<file path="config.mk">
export PLATFORM = sky130hd
export DESIGN_NAME = averaged_deadband_step_regulator_top
export DESIGN_NICKNAME = d
export VERILOG_FILES = /design/src/rtl/core/adsr_pkg.sv /design/src/rtl/core/adsr_window.sv /design/src/rtl/core/averaged_deadband_step_regulator_top.sv
export VERILOG_INCLUDE_DIRS = /design/src /design/src/rtl/core
export SDC_FILE = /design/constraint.sdc
export NUM_CORES = 1
export LEC_CHECK = 0
export ABC_AREA = 1
export BUFFER_PORTS_ARGS = -buffer_cell sky130_fd_sc_hd__buf_2
export CAP_MARGIN = 20
export CELL_PAD_IN_SITES_DETAIL_PLACEMENT = 0
export CELL_PAD_IN_SITES_GLOBAL_PLACEMENT = 2
export CORE_MARGIN = 1
export CORE_UTILIZATION = 36
export DETAILED_ROUTE_END_ITERATION = 16
export GPL_TIMING_DRIVEN = 0
export PLACE_DENSITY_LB_ADDON = 0.1
export SYNTH_ARGS = -nofsm -noshare
export SYNTH_HDL_FRONTEND = slang
export SYNTH_SLANG_ARGS = --single-unit
</file>
<file path="constraint.sdc">
create_clock -name clock -period 7.8 [get_ports clock]
set_clock_uncertainty 0.1 [all_clocks]
set_input_delay 1.56 -clock clock [delete_from_list [all_inputs] [get_ports clock]]
set_output_delay 1.56 -clock clock [all_outputs]
set_load 0.05 [all_outputs]
</file>
<file path="src/rtl/core/averaged_deadband_step_regulator_top_defines.svh">
// assertion macros for the averaged dead-band step regulator
`ifndef AVERAGED_DEADBAND_STEP_REGULATOR_TOP_DEFINES_SVH
`define AVERAGED_DEADBAND_STEP_REGULATOR_TOP_DEFINES_SVH

// same-cycle implication
`define ADSR_ASSERT_NOW(label, ante, cons, msg) \
   label: assert property (@(posedge clock) disable iff (reset) (ante) |-> (cons)) \
      else $error(msg);

// next-cycle implication
`define ADSR_ASSERT_NEXT(label, ante, cons, msg) \
   label: assert property (@(posedge clock) disable iff (reset) (ante) |=> (cons)) \
      else $error(msg);

`endif

</file>
<file path="src/rtl/core/adsr_pkg.sv">
// shared types and constants for the averaged dead-band step regulator
package adsr_pkg;

   localparam int MV_W        = 12;
   localparam int SAMPLE_W    = 12;
   localparam int DUTY_W      = 16;
   localparam int STEP_W      = 16;
   localparam int CSR_ADDR_W  = 3;

   // x/5 as (x * 13108) >> 16, exact for x below 16384
   localparam int SCALE_RECIP = 13108;
   localparam int SCALE_SHIFT = 16;
   localparam int SCALE_OFFSET_MV = 28;

   localparam int DEADBAND_MV   = 10;
   localparam int GREEN_BAND_MV = 30;

   localparam logic [STEP_W-1:0] STEP_RESET = 16'd128;

   // register word index (paddr[2])
   localparam logic REG_SET_POINT    = 1'b0;
   localparam logic REG_INITIAL_STEP = 1'b1;

   typedef struct packed {
      logic             valid;
      logic [MV_W-1:0]  avg_mv;
   } adsr_avg_type;

endpackage

</file>
<file path="src/rtl/core/adsr_window.sv">
// input register, millivolt scaling, window accumulation and averaging
module adsr_window #(
   parameter int WINDOW_SAMPLES = 8
) (
   input  logic                               clock,
   input  logic                               reset,
   input  logic                               in_valid,
   output logic                               in_ready,
   input  logic [adsr_pkg::SAMPLE_W-1:0]      in_sample,
   output adsr_pkg::adsr_avg_type             avg_bus,
   input  logic                               avg_ready
);

   localparam int CLOG_W    = $clog2(WINDOW_SAMPLES);
   localparam int CNT_W     = (CLOG_W > 0) ? CLOG_W : 1;
   localparam int SUM_W     = adsr_pkg::MV_W + CLOG_W;
   localparam int DIV_SHIFT = SUM_W + CLOG_W;
   localparam int RECIP_W   = DIV_SHIFT + 1;
   localparam int DIV_RECIP = ((1 << DIV_SHIFT) + WINDOW_SAMPLES - 1) / WINDOW_SAMPLES;
   localparam int PROD_W    = SUM_W + RECIP_W;
   localparam logic [CNT_W-1:0] LAST_COUNT = CNT_W'(WINDOW_SAMPLES - 1);

   localparam int X4_W     = adsr_pkg::SAMPLE_W + 2;
   localparam int SCALE_W  = X4_W + 15;

   logic                          in_valid_ff, in_valid_in;
   logic [adsr_pkg::SAMPLE_W-1:0] sample_ff, sample_in;
   logic [CNT_W-1:0]              count_ff, count_in;
   logic [SUM_W-1:0]              sum_ff, sum_in;
   logic                          fin_valid_ff, fin_valid_in;
   logic [SUM_W-1:0]              fin_sum_ff, fin_sum_in;
   logic                          avg_valid_ff, avg_valid_in;
   logic [adsr_pkg::MV_W-1:0]     avg_ff, avg_in;

   logic                          fin_ready;
   logic                          take;
   logic                          last;
   logic                          fin_move;
   logic [X4_W-1:0]               x4;
   logic [SCALE_W-1:0]            scale_prod;
   logic [adsr_pkg::MV_W-1:0]     scaled_mv;
   logic [SUM_W-1:0]              sum_next;
   logic [PROD_W-1:0]             div_prod;

   assign in_ready  = !in_valid_ff || fin_ready;
   assign fin_ready = !fin_valid_ff || avg_ready;
   assign take      = in_valid_ff && fin_ready;
   assign last      = (count_ff == LAST_COUNT);
   assign fin_move  = fin_valid_ff && avg_ready;

   assign x4         = {sample_ff, 2'b00};
   assign scale_prod = SCALE_W'(x4) * SCALE_W'(adsr_pkg::SCALE_RECIP);
   assign scaled_mv  = scale_prod[adsr_pkg::SCALE_SHIFT +: adsr_pkg::MV_W]
                       + adsr_pkg::MV_W'(adsr_pkg::SCALE_OFFSET_MV);
   assign sum_next   = sum_ff + SUM_W'(scaled_mv);

   assign div_prod = PROD_W'(fin_sum_ff) * PROD_W'(RECIP_W'(DIV_RECIP));

   always_comb begin
      in_valid_in  = in_valid_ff;
      sample_in    = sample_ff;
      count_in     = count_ff;
      sum_in       = sum_ff;
      fin_valid_in = fin_valid_ff;
      fin_sum_in   = fin_sum_ff;
      avg_valid_in = avg_valid_ff;
      avg_in       = avg_ff;

      if (in_ready) begin
         in_valid_in = in_valid;
         sample_in   = in_sample;
      end

      if (fin_move) begin
         fin_valid_in = 1'b0;
      end
      if (take) begin
         if (last) begin
            count_in     = '0;
            sum_in       = '0;
            fin_valid_in = 1'b1;
            fin_sum_in   = sum_next;
         end else begin
            count_in = count_ff + CNT_W'(1);
            sum_in   = sum_next;
         end
      end

      if (avg_ready) begin
         avg_valid_in = fin_valid_ff;
         if (fin_valid_ff) begin
            avg_in = div_prod[DIV_SHIFT +: adsr_pkg::MV_W];
         end
      end
   end

   always_ff @(posedge clock) begin
      if (reset) begin
         in_valid_ff  <= 1'b0;
         count_ff     <= '0;
         sum_ff       <= '0;
         fin_valid_ff <= 1'b0;
         avg_valid_ff <= 1'b0;
      end else begin
         in_valid_ff  <= in_valid_in;
         count_ff     <= count_in;
         sum_ff       <= sum_in;
         fin_valid_ff <= fin_valid_in;
         avg_valid_ff <= avg_valid_in;
      end
      sample_ff  <= sample_in;
      fin_sum_ff <= fin_sum_in;
      avg_ff     <= avg_in;
   end

   assign avg_bus.valid  = avg_valid_ff;
   assign avg_bus.avg_mv = avg_ff;

endmodule

</file>
<file path="src/rtl/core/averaged_deadband_step_regulator_top.sv">
// a window's last sample passes the input, finished-sum, average and response registers in turn
// throughput: one sample per cycle unless rsp_tready holds a result back, one result per WINDOW_SAMPLES samples
// the rate is held by the output register and the elastic stages in front of it
// reset (synchronous): pipeline emptied, sum and count cleared, duty 0, led red
// reset also sets set point 0 and initial step and adjust step to 128
// top level of the averaged dead-band step regulator
`include "averaged_deadband_step_regulator_top_defines.svh"

module averaged_deadband_step_regulator_top #(
   parameter int WINDOW_SAMPLES = 8
) (
   input  logic                              clock,
   input  logic                              reset,
   input  logic                              req_tvalid,
   output logic                              req_tready,
   input  logic [15:0]                       req_tdata,  // [11:0] adc_sample
   output logic                              rsp_tvalid,
   input  logic                              rsp_tready,
   output logic [31:0]                       rsp_tdata,  // [11:0] average_mv, [27:12] duty,
                                                         // [28] led_green
   input  logic                              csr_psel,
   input  logic                              csr_penable,
   input  logic                              csr_pwrite,
   input  logic [adsr_pkg::CSR_ADDR_W-1:0]   csr_paddr,
   input  logic [31:0]                       csr_pwdata,
   output logic [31:0]                       csr_prdata,
   output logic                              csr_pready
);

   localparam logic signed [12:0] DEAD_S  = 13'(adsr_pkg::DEADBAND_MV);
   localparam logic signed [12:0] GREEN_S = 13'(adsr_pkg::GREEN_BAND_MV);

   logic [adsr_pkg::MV_W-1:0]    set_point_ff, set_point_in;
   logic [adsr_pkg::STEP_W-1:0]  init_step_ff, init_step_in;
   logic [adsr_pkg::STEP_W-1:0]  step_ff, step_in;
   logic [adsr_pkg::DUTY_W-1:0]  duty_ff, duty_in;
   logic                         led_ff, led_in;
   logic                         rsp_valid_ff, rsp_valid_in;
   logic [adsr_pkg::MV_W-1:0]    rsp_avg_ff, rsp_avg_in;
   logic [adsr_pkg::DUTY_W-1:0]  rsp_duty_ff, rsp_duty_in;
   logic                         rsp_led_ff, rsp_led_in;

   adsr_pkg::adsr_avg_type       avg_bus;
   logic                         avg_ready;
   logic                         fire;
   logic                         csr_wr;
   logic                         step_wr;
   logic signed [12:0]           diff_s;
   logic                         in_dead;
   logic                         in_green;
   logic [adsr_pkg::DUTY_W:0]    raise_sum;
   logic [adsr_pkg::DUTY_W-1:0]  duty_adj;

   adsr_window #(
      .WINDOW_SAMPLES (WINDOW_SAMPLES)
   ) u_window (
      .clock     (clock),
      .reset     (reset),
      .in_valid  (req_tvalid),
      .in_ready  (req_tready),
      .in_sample (req_tdata[adsr_pkg::SAMPLE_W-1:0]),
      .avg_bus   (avg_bus),
      .avg_ready (avg_ready)
   );

   // configuration port
   assign csr_pready = 1'b1;
   assign csr_wr     = csr_psel && csr_penable && csr_pwrite && csr_pready;
   assign step_wr    = csr_wr && (csr_paddr[2] == adsr_pkg::REG_INITIAL_STEP);

   always_comb begin
      case (csr_paddr[2])
         adsr_pkg::REG_SET_POINT:    csr_prdata = 32'(set_point_ff);
         adsr_pkg::REG_INITIAL_STEP: csr_prdata = 32'(init_step_ff);
         default:                    csr_prdata = '0;
      endcase
   end

   // regulation
   assign avg_ready = !rsp_valid_ff || rsp_tready;
   assign fire      = avg_bus.valid && avg_ready;

   assign diff_s   = $signed({1'b0, avg_bus.avg_mv}) - $signed({1'b0, set_point_ff});
   assign in_dead  = (diff_s >= -DEAD_S) && (diff_s <= DEAD_S);
   assign in_green = (diff_s >= -GREEN_S) && (diff_s <= GREEN_S);
   assign raise_sum = {1'b0, duty_ff} + {1'b0, step_ff};

   always_comb begin
      if (diff_s > 13'sd0) begin
         duty_adj = (duty_ff > step_ff) ? (duty_ff - step_ff) : '0;
      end else begin
         duty_adj = raise_sum[adsr_pkg::DUTY_W] ? '1 : raise_sum[adsr_pkg::DUTY_W-1:0];
      end
   end

   always_comb begin
      set_point_in = set_point_ff;
      init_step_in = init_step_ff;
      step_in      = step_ff;
      duty_in      = duty_ff;
      led_in       = led_ff;
      rsp_valid_in = rsp_valid_ff;
      rsp_avg_in   = rsp_avg_ff;
      rsp_duty_in  = rsp_duty_ff;
      rsp_led_in   = rsp_led_ff;

      if (rsp_tready) begin
         rsp_valid_in = 1'b0;
      end

      if (fire) begin
         rsp_valid_in = 1'b1;
         rsp_avg_in   = avg_bus.avg_mv;
         rsp_duty_in  = duty_ff;
         rsp_led_in   = led_ff;
         if (!in_dead) begin
            duty_in     = duty_adj;
            led_in      = in_green;
            rsp_duty_in = duty_adj;
            rsp_led_in  = in_green;
            if (step_ff > adsr_pkg::STEP_W'(1)) begin
               step_in = step_ff >> 1;
            end
         end
      end

      if (csr_wr) begin
         case (csr_paddr[2])
            adsr_pkg::REG_SET_POINT: begin
               set_point_in = csr_pwdata[adsr_pkg::MV_W-1:0];
            end
            adsr_pkg::REG_INITIAL_STEP: begin
               init_step_in = csr_pwdata[adsr_pkg::STEP_W-1:0];
               step_in      = csr_pwdata[adsr_pkg::STEP_W-1:0];
            end
            default: begin
            end
         endcase
      end
   end

   always_ff @(posedge clock) begin
      if (reset) begin
         set_point_ff <= '0;
         init_step_ff <= adsr_pkg::STEP_RESET;
         step_ff      <= adsr_pkg::STEP_RESET;
         duty_ff      <= '0;
         led_ff       <= 1'b0;
         rsp_valid_ff <= 1'b0;
      end else begin
         set_point_ff <= set_point_in;
         init_step_ff <= init_step_in;
         step_ff      <= step_in;
         duty_ff      <= duty_in;
         led_ff       <= led_in;
         rsp_valid_ff <= rsp_valid_in;
      end
      rsp_avg_ff  <= rsp_avg_in;
      rsp_duty_ff <= rsp_duty_in;
      rsp_led_ff  <= rsp_led_in;
   end

   assign rsp_tvalid = rsp_valid_ff;
   assign rsp_tdata  = {3'b000, rsp_led_ff, rsp_duty_ff, rsp_avg_ff};

   `ADSR_ASSERT_NEXT(duty_hold_a, !fire, $stable(duty_ff), "duty changed without a window result")
   `ADSR_ASSERT_NEXT(step_shrink_a, fire && !step_wr, step_ff <= $past(step_ff), "step grew on a window result")
   `ADSR_ASSERT_NEXT(deadband_hold_a, fire && in_dead && !step_wr, $stable(step_ff) && $stable(led_ff), "dead band changed the step or led")
   `ADSR_ASSERT_NOW(rsp_source_a, $rose(rsp_valid_ff), $past(avg_bus.valid), "result raised with no average ready")

endmodule
</file>
# Word level (Yosys, flattened, before mapping)
# Index checks and enable logic that the tools add are counted.
[op_classes]
n_eq_ne = 1
n_addsub = 6
mux = 18
reduce_logical = 18
multipliers = 1
n_lt_le_gt_ge = 7
bitwise_logic = 1
[ops]
columns = ["operator", "count"]
rows = [
  ["$mux W16", 9],
  ["$pmux W32 S2", 1],
  ["$mul A12 B12 Y24 const B", 1],
  ["$add A16 B16 Y17", 1],
  ["$gt A16 B1 Y1 const B", 1],
  ["$gt A16 B16 Y1", 1],
  ["$sub A16 B16 Y16", 1],
  ["$add A15 B12 Y15", 1],
  ["$mux W15", 1],
  ["$ge A13 B5 Y1 const B", 1],
  ["$ge A13 B6 Y1 const B", 1],
  ["$gt A13 B1 Y1 const B", 1],
  ["$le A13 B5 Y1 const B", 1],
  ["$le A13 B6 Y1 const B", 1],
  ["$sub A12 B12 Y13", 1],
  ["$add A12 B5 Y12 const B", 1],
  ["$reduce_and A2 Y1", 4],
  ["$logic_and A1 B1 Y1", 7],
  ["$mux W1", 6],
  ["$add A3 B1 Y3 const B", 1],
  ["$eq A3 B3 Y1 const B", 1],
  ["$logic_not A1 Y1", 3],
  ["$logic_or A1 B1 Y1", 3],
  ["$mux W3", 1],
  ["2 further kinds", 2],
]
[word_totals]
register_bits = 151
input_bits = 58
output_inout_bits = 67

# Longest topological paths before layout
[depth]
word_depth = 7
ltp_mapped = 36
depth_no_buf = 36

# By module
# From an unflattened synthesis, not the netlist that was laid out.
[hier_totals]
cells_unflattened = 1601
area_unflattened_um2 = 12413.2
[modules_own_cells]
columns = ["module", "n_inst", "area_each_um2", "cells_per_inst", "seq_area_each_um2"]
rows = [
  ["averaged_deadband_step_regulator_top", 1, 6681.4, 933, 2112.0],
  ["adsr_window", 1, 5731.7, 668, 1501.4],
]

# Worst setup path after synthesis
# OpenSTA, ideal clock, no wires.
[synth_timing]
kind = "register to register"
startpoint = "reg u_window.sample_ff[6] in the netlist's numbering"
endpoint = "reg u_window.fin_sum_ff[13], data pin"
arrival_time_ns = 5.954
path_stages_with_launch = 32
slack_ns = 1.491
path_buffers = 0
t_required_ns = 7.445
path_cell_list = "edfxtp_1 -> ha_1 -> inv_1 -> fa_1 -> inv_1 -> fa_1 -> fa_1 -> inv_1 -> fa_1 -> inv_1 -> ha_1 -> nand2_1 -> a21oi_1 -> a211oi_1 -> nand3_2 -> xnor2_1 -> ha_1 -> nand2_1 -> nand2_1 -> xor2_1 -> inv_1 -> ha_1 -> a21oi_1 -> o21ai_0 -> a21o_1 -> a21boi_0 -> o21ai_0 -> nand2_1 -> nand2_1 -> nand2_1 -> nand2_1 -> and2_1"
[synth_via]
elab_chain_cells = 3
[synth_rtl]
columns = ["element", "line_no", "text"]
rows = [
  ["start: declaration", "adsr_window.sv:27", "logic [adsr_pkg::SAMPLE_W-1:0] sample_ff, sample_in;"],
  ["start signal: assignment", "adsr_window.sv:111", "sample_ff <= sample_in;"],
  ["$mul A12 B12 Y24", "adsr_window.sv:52", "assign scale_prod = SCALE_W'(x4) * SCALE_W'(adsr_pkg::SCALE_RECIP);"],
  ["$add A12 B5 Y12", "adsr_window.sv:54", "+ adsr_pkg::MV_W'(adsr_pkg::SCALE_OFFSET_MV);"],
  ["$add A15 B12 Y15", "adsr_window.sv:55", "assign sum_next = sum_ff + SUM_W'(scaled_mv);"],
  ["via u_window.sum_next[13]", "adsr_window.sv:42", "logic [SUM_W-1:0] sum_next;"],
  ["end signal: assignment", "adsr_window.sv:112", "fin_sum_ff <= fin_sum_in;"],
  ["end: declaration", "adsr_window.sv:31", "logic [SUM_W-1:0] fin_sum_ff, fin_sum_in;"],
]
# The timed path passes the listed nets, and every way through them passes these cells.
# A chain may end at the register's enable or synchronous reset.

# Worst setup path in the final report
[layout_timing]
startpoint = "reg u_window.sample_ff[8] in the netlist's numbering"
endpoint = "reg u_window.fin_sum_ff[13], data pin"
# The elaborated chain is that of the path after synthesis.

==> impl_metrics.py <==
metrics = {
    "outcome": {
        "status": "finished, final reports clean",
    },
    "clock_tree": {
        "clk_root_buffer_cell": "clkbuf_16",
        "postCtsHoldBufs": 0,
        "clock_latency_ns": 0.44,
        "htreeDepth": 4,
        "cts_resized": 0,
        "cts.clk_slew.worst_paths_ns": 0.07,
        "cts.sinks": 148,
        "cts.path.max_buffers": 2,
        "cts_tree": "done",
        "numCtsBuffers": 17,
        "post-cts-setup-buffers": 0,
    },
    "floorplan": {
        "start_util": 0.369,
        "fp.dieW_microns": 186,
        "num_rows": 66,
        "boundaryPins": 125,
        "dieHeight_microns": 186,
        "die-area_sq_um": 34400,
        "core-area_sq_um": 32900,
    },
    "sta": {
        "fin_crit_ns": 7.00,
        "setup_viol": 0,
        "worst_slack_ns": 0.795,
        "setup_tns_ns": 0,
        "rsz0062_at_grt": "no",
        "worst-slew-pin-transition_ns": 0.977,
        "drv_slew": 0,
        "post-route-period-util": 0.898,
        "relSlewSlack": 0.346,
        "hold_viol": 0,
        "hold_ws_ns": 0.320,
        "fmax_mhz": 143,
    },
    "cells_and_area": {
        "areaGrowthSynthToFinish_pct": 13.5,
        "nNetsFinal": 1922,
        "drive_gt1_frac": 0.125,
        "fin_area_sq_um": 13800,
        "nFillCells": 3575,
    },
    "route": {
        "first_iter_violations": 558,
        "vias": 10151,
        "avgViaCountPerCell": 4.76,
        "drc": 0,
        "routed_wl_microns": 34300,
        "wl_per_cell_microns": 16.1,
        "drtPass1Iterations": 5,
        "postRouteAntennaNets": 0,
    },
    "worst_setup_path": {
        "start_kind": "flop",
        "critPathCaptureType": "flop",
        "rr_endpoint": "u_window.fin_sum_ff[13]",
        "reg2reg_from": "u_window.sample_ff[8]",
        "r2r_cells": 32,
        "crit_required_ns": 7.90,
        "crit_path_max_incr_delay_ns": 0.54,
        "critPathMostFrequentCell": "nand2_1",
        "slowest_stage": "fa_1",
        "cp_max_fo": 5,
        "worstSetupPathType": "reg -> reg",
        "reg2reg_slack_ns": 0.80,
        "worstPathArrival_ns": 7.11,
    },
    "yosys": {
        "syn_inst": 1557,
        "synth_edf_count": 65,
        "ys.flop_type": "dfxtp_1",
        "yosysWarnings": 0,
        "ys_top_cells_by_area": "edfxtp_1, ha_1, dfxtp_1, nand2_1, inv_1",
        "netlist_area_sq_um": 12100,
        "synthArstFlopShare": 0,
        "synth.most_common_cell": "nand2_1",
        "synthTopCellsByCount": "nand2_1, inv_1, ha_1",
        "yosysTopAreaCellShare": 0.161,
        "yosys.cell_types.count": 54,
        "ys_ff_latch": 148,
        "synth_top_area_cell": "edfxtp_1",
        "seq_area_frac_synth": 0.298,
        "syn_avg_cell_area_sq_um": 7.79,
    },
    "flow_run": {
        "cap_viol_max_count": 0,
    },
    "place": {
        "globalplace.congestion": 0.876,
        "dpl_worst_slack_ns": 0.749,
        "dpl_cell_area_sq_um": 13200,
        "dpl.hpwl_microns": 28200,
        "port_buffers": 81,
    },
    "power": {
        "peakVddDrop_v": 0.000263,
        "report.power.total_w": 0.00429,
        "leakagePower_nw": 6.94,
        "powerDensity_nw_per_um2": 312,
    },
    "global_route": {
        "grt_usage": 0.208,
        "grt-ovfl-total": 0,
        "grt_max_degree": 27,
        "grt_first_pass_wirelength_microns": 54200,
        "grt_antenna_before_repair": 2,
        "grt_pass1_vias": 9858,
    },
    "worst_hold_path": {
        "hold_depth": 0,
        "hp-class": "reg -> reg",
        "hold_path_end": "u_window.avg_ff[11]",
        "hp-start": "u_window.fin_sum_ff[14]",
    },
}
worst max-delay path, delay by kind of cell (launching register included):
| kind | cells | cell delay (ns) |
|---|---|---|
| adder cells (fa/ha/maj) | 7 | 3.12 |
| buffers and inverters | 5 | 0.29 |
| flip-flops | 1 | 0.52 |
| AO/OA/AOI/OAI | 3 | 0.69 |
| XOR/XNOR | 2 | 0.43 |
| AND/OR/NAND/NOR | 15 | 1.61 |
sequential cells by signal, summed over array words and instances (netlist names), 3 cells and up:
signal and cells:
duty_ff 16, init_step_ff 16, rsp_avg_ff 12, rsp_duty_ff 16, set_point_ff 12, step_ff 16
u_window.avg_ff 12, u_window.count_ff 3, u_window.fin_sum_ff 12, u_window.sample_ff 12, u_window.sum_ff 15
layout by cell type (no fill, tap or decap), types with 3 or more instances in the layout:
cell       netlist  layout
a21oi_1        132     132
xor2_1          41      41
nand3b_1         4       4
buf_6            4       4
xnor2_1         11      11
nor4_1           4       4
nand2_2         13      13
o21ai_0         68      68
inv_6            0       6
inv_8            0       3
nand3_2         13      13
o21bai_1         7       7
edfxtp_1        65      65
nor2_2           7       7
nand3_1         69      69
nand2_4          4       4
clkbuf_16        0      17
dfxtp_1         83      83
nand4_1         20      20
inv_1          254     254
a31oi_1          6       6
o21a_1           8       8
buf_2           11      92
a21o_1           8       8
inv_2            7       7
clkbuf_1        21      20
ha_1           147     147
o21ai_1         15      15
nor2_1          98      98
buf_4           22      22
or2_2            4       4
nor3_1          16      16
nand2_1        323     323
fa_1            41      41
conb_1           2      20
cell families (layout without fill, tap and decap cells):
kind of cell / Yosys count / count (layout) / share of synthesized area
buffers and inverters: 322 / 436 / 0.111
and+or+nand+nor: 587 / 587 / 0.218
AOI/OAI and AO/OA: 258 / 258 / 0.116
xor gates and xnor gates: 52 / 52 / 0.0375
DFF: 148 / 148 / 0.298
other: 2 / 21 / 0.000619
adders and majority gates: 188 / 188 / 0.219
cell type report:
type / count / area (sq um) / area share
multi-input combinational: 1105 / 7240 / 0.526
sequential: 148 / 3610 / 0.262
inverter: 262 / 983 / 0.0714
tap: 442 / 553 / 0.0402
clock buffer: 17 / 425 / 0.0309
timing repair buffer: 82 / 425 / 0.0309
buffer: 60 / 364 / 0.0264
clock inverter: 15 / 163 / 0.0118
antenna: 1 / 2.50 / 0.000182
worst max-delay path by stage:
stage,end,from
global placement,u_window.fin_sum_ff[13],u_window.sample_ff[6]
detailed placement,u_window.sum_ff[14],u_window.sample_ff[8]
CTS,u_window.sum_ff[14],u_window.sample_ff[8]
finish,u_window.fin_sum_ff[13],u_window.sample_ff[8]
global route,u_window.sum_ff[14],u_window.sample_ff[8]
floorplan,u_window.fin_sum_ff[13],u_window.sample_ff[6]
per-stage QoR:
stage                     utilization  instances
final                           0.419       2132
after floorplan                     -       1575
after CTS                       0.419       2131
after global placement          0.400       2098
after global routing            0.419       2131
after detailed placement        0.401       2099
report_power, final:
group / switching, W / internal, W / leakage, nW
logic: 0.00159 / 0.000912 / 5.38
registers: 0.0000231 / 0.000917 / 1.28
clock network: 0.000396 / 0.000455 / 0.288
routing by layer:
| metal | global-route usage | vias up | routed length, microns |
|---|---|---|---|
| li1 | - | 5260 | - |
| met4 | 0.0633 | 2 | 682 |
| met2 | 0.351 | 126 | 16200 |
| met5 | 0 | - | 13 |
| met3 | 0.0252 | 40 | 903 |
| met1 | 0.276 | 4723 | 16400 |
(Power assumes the default switching activity.)
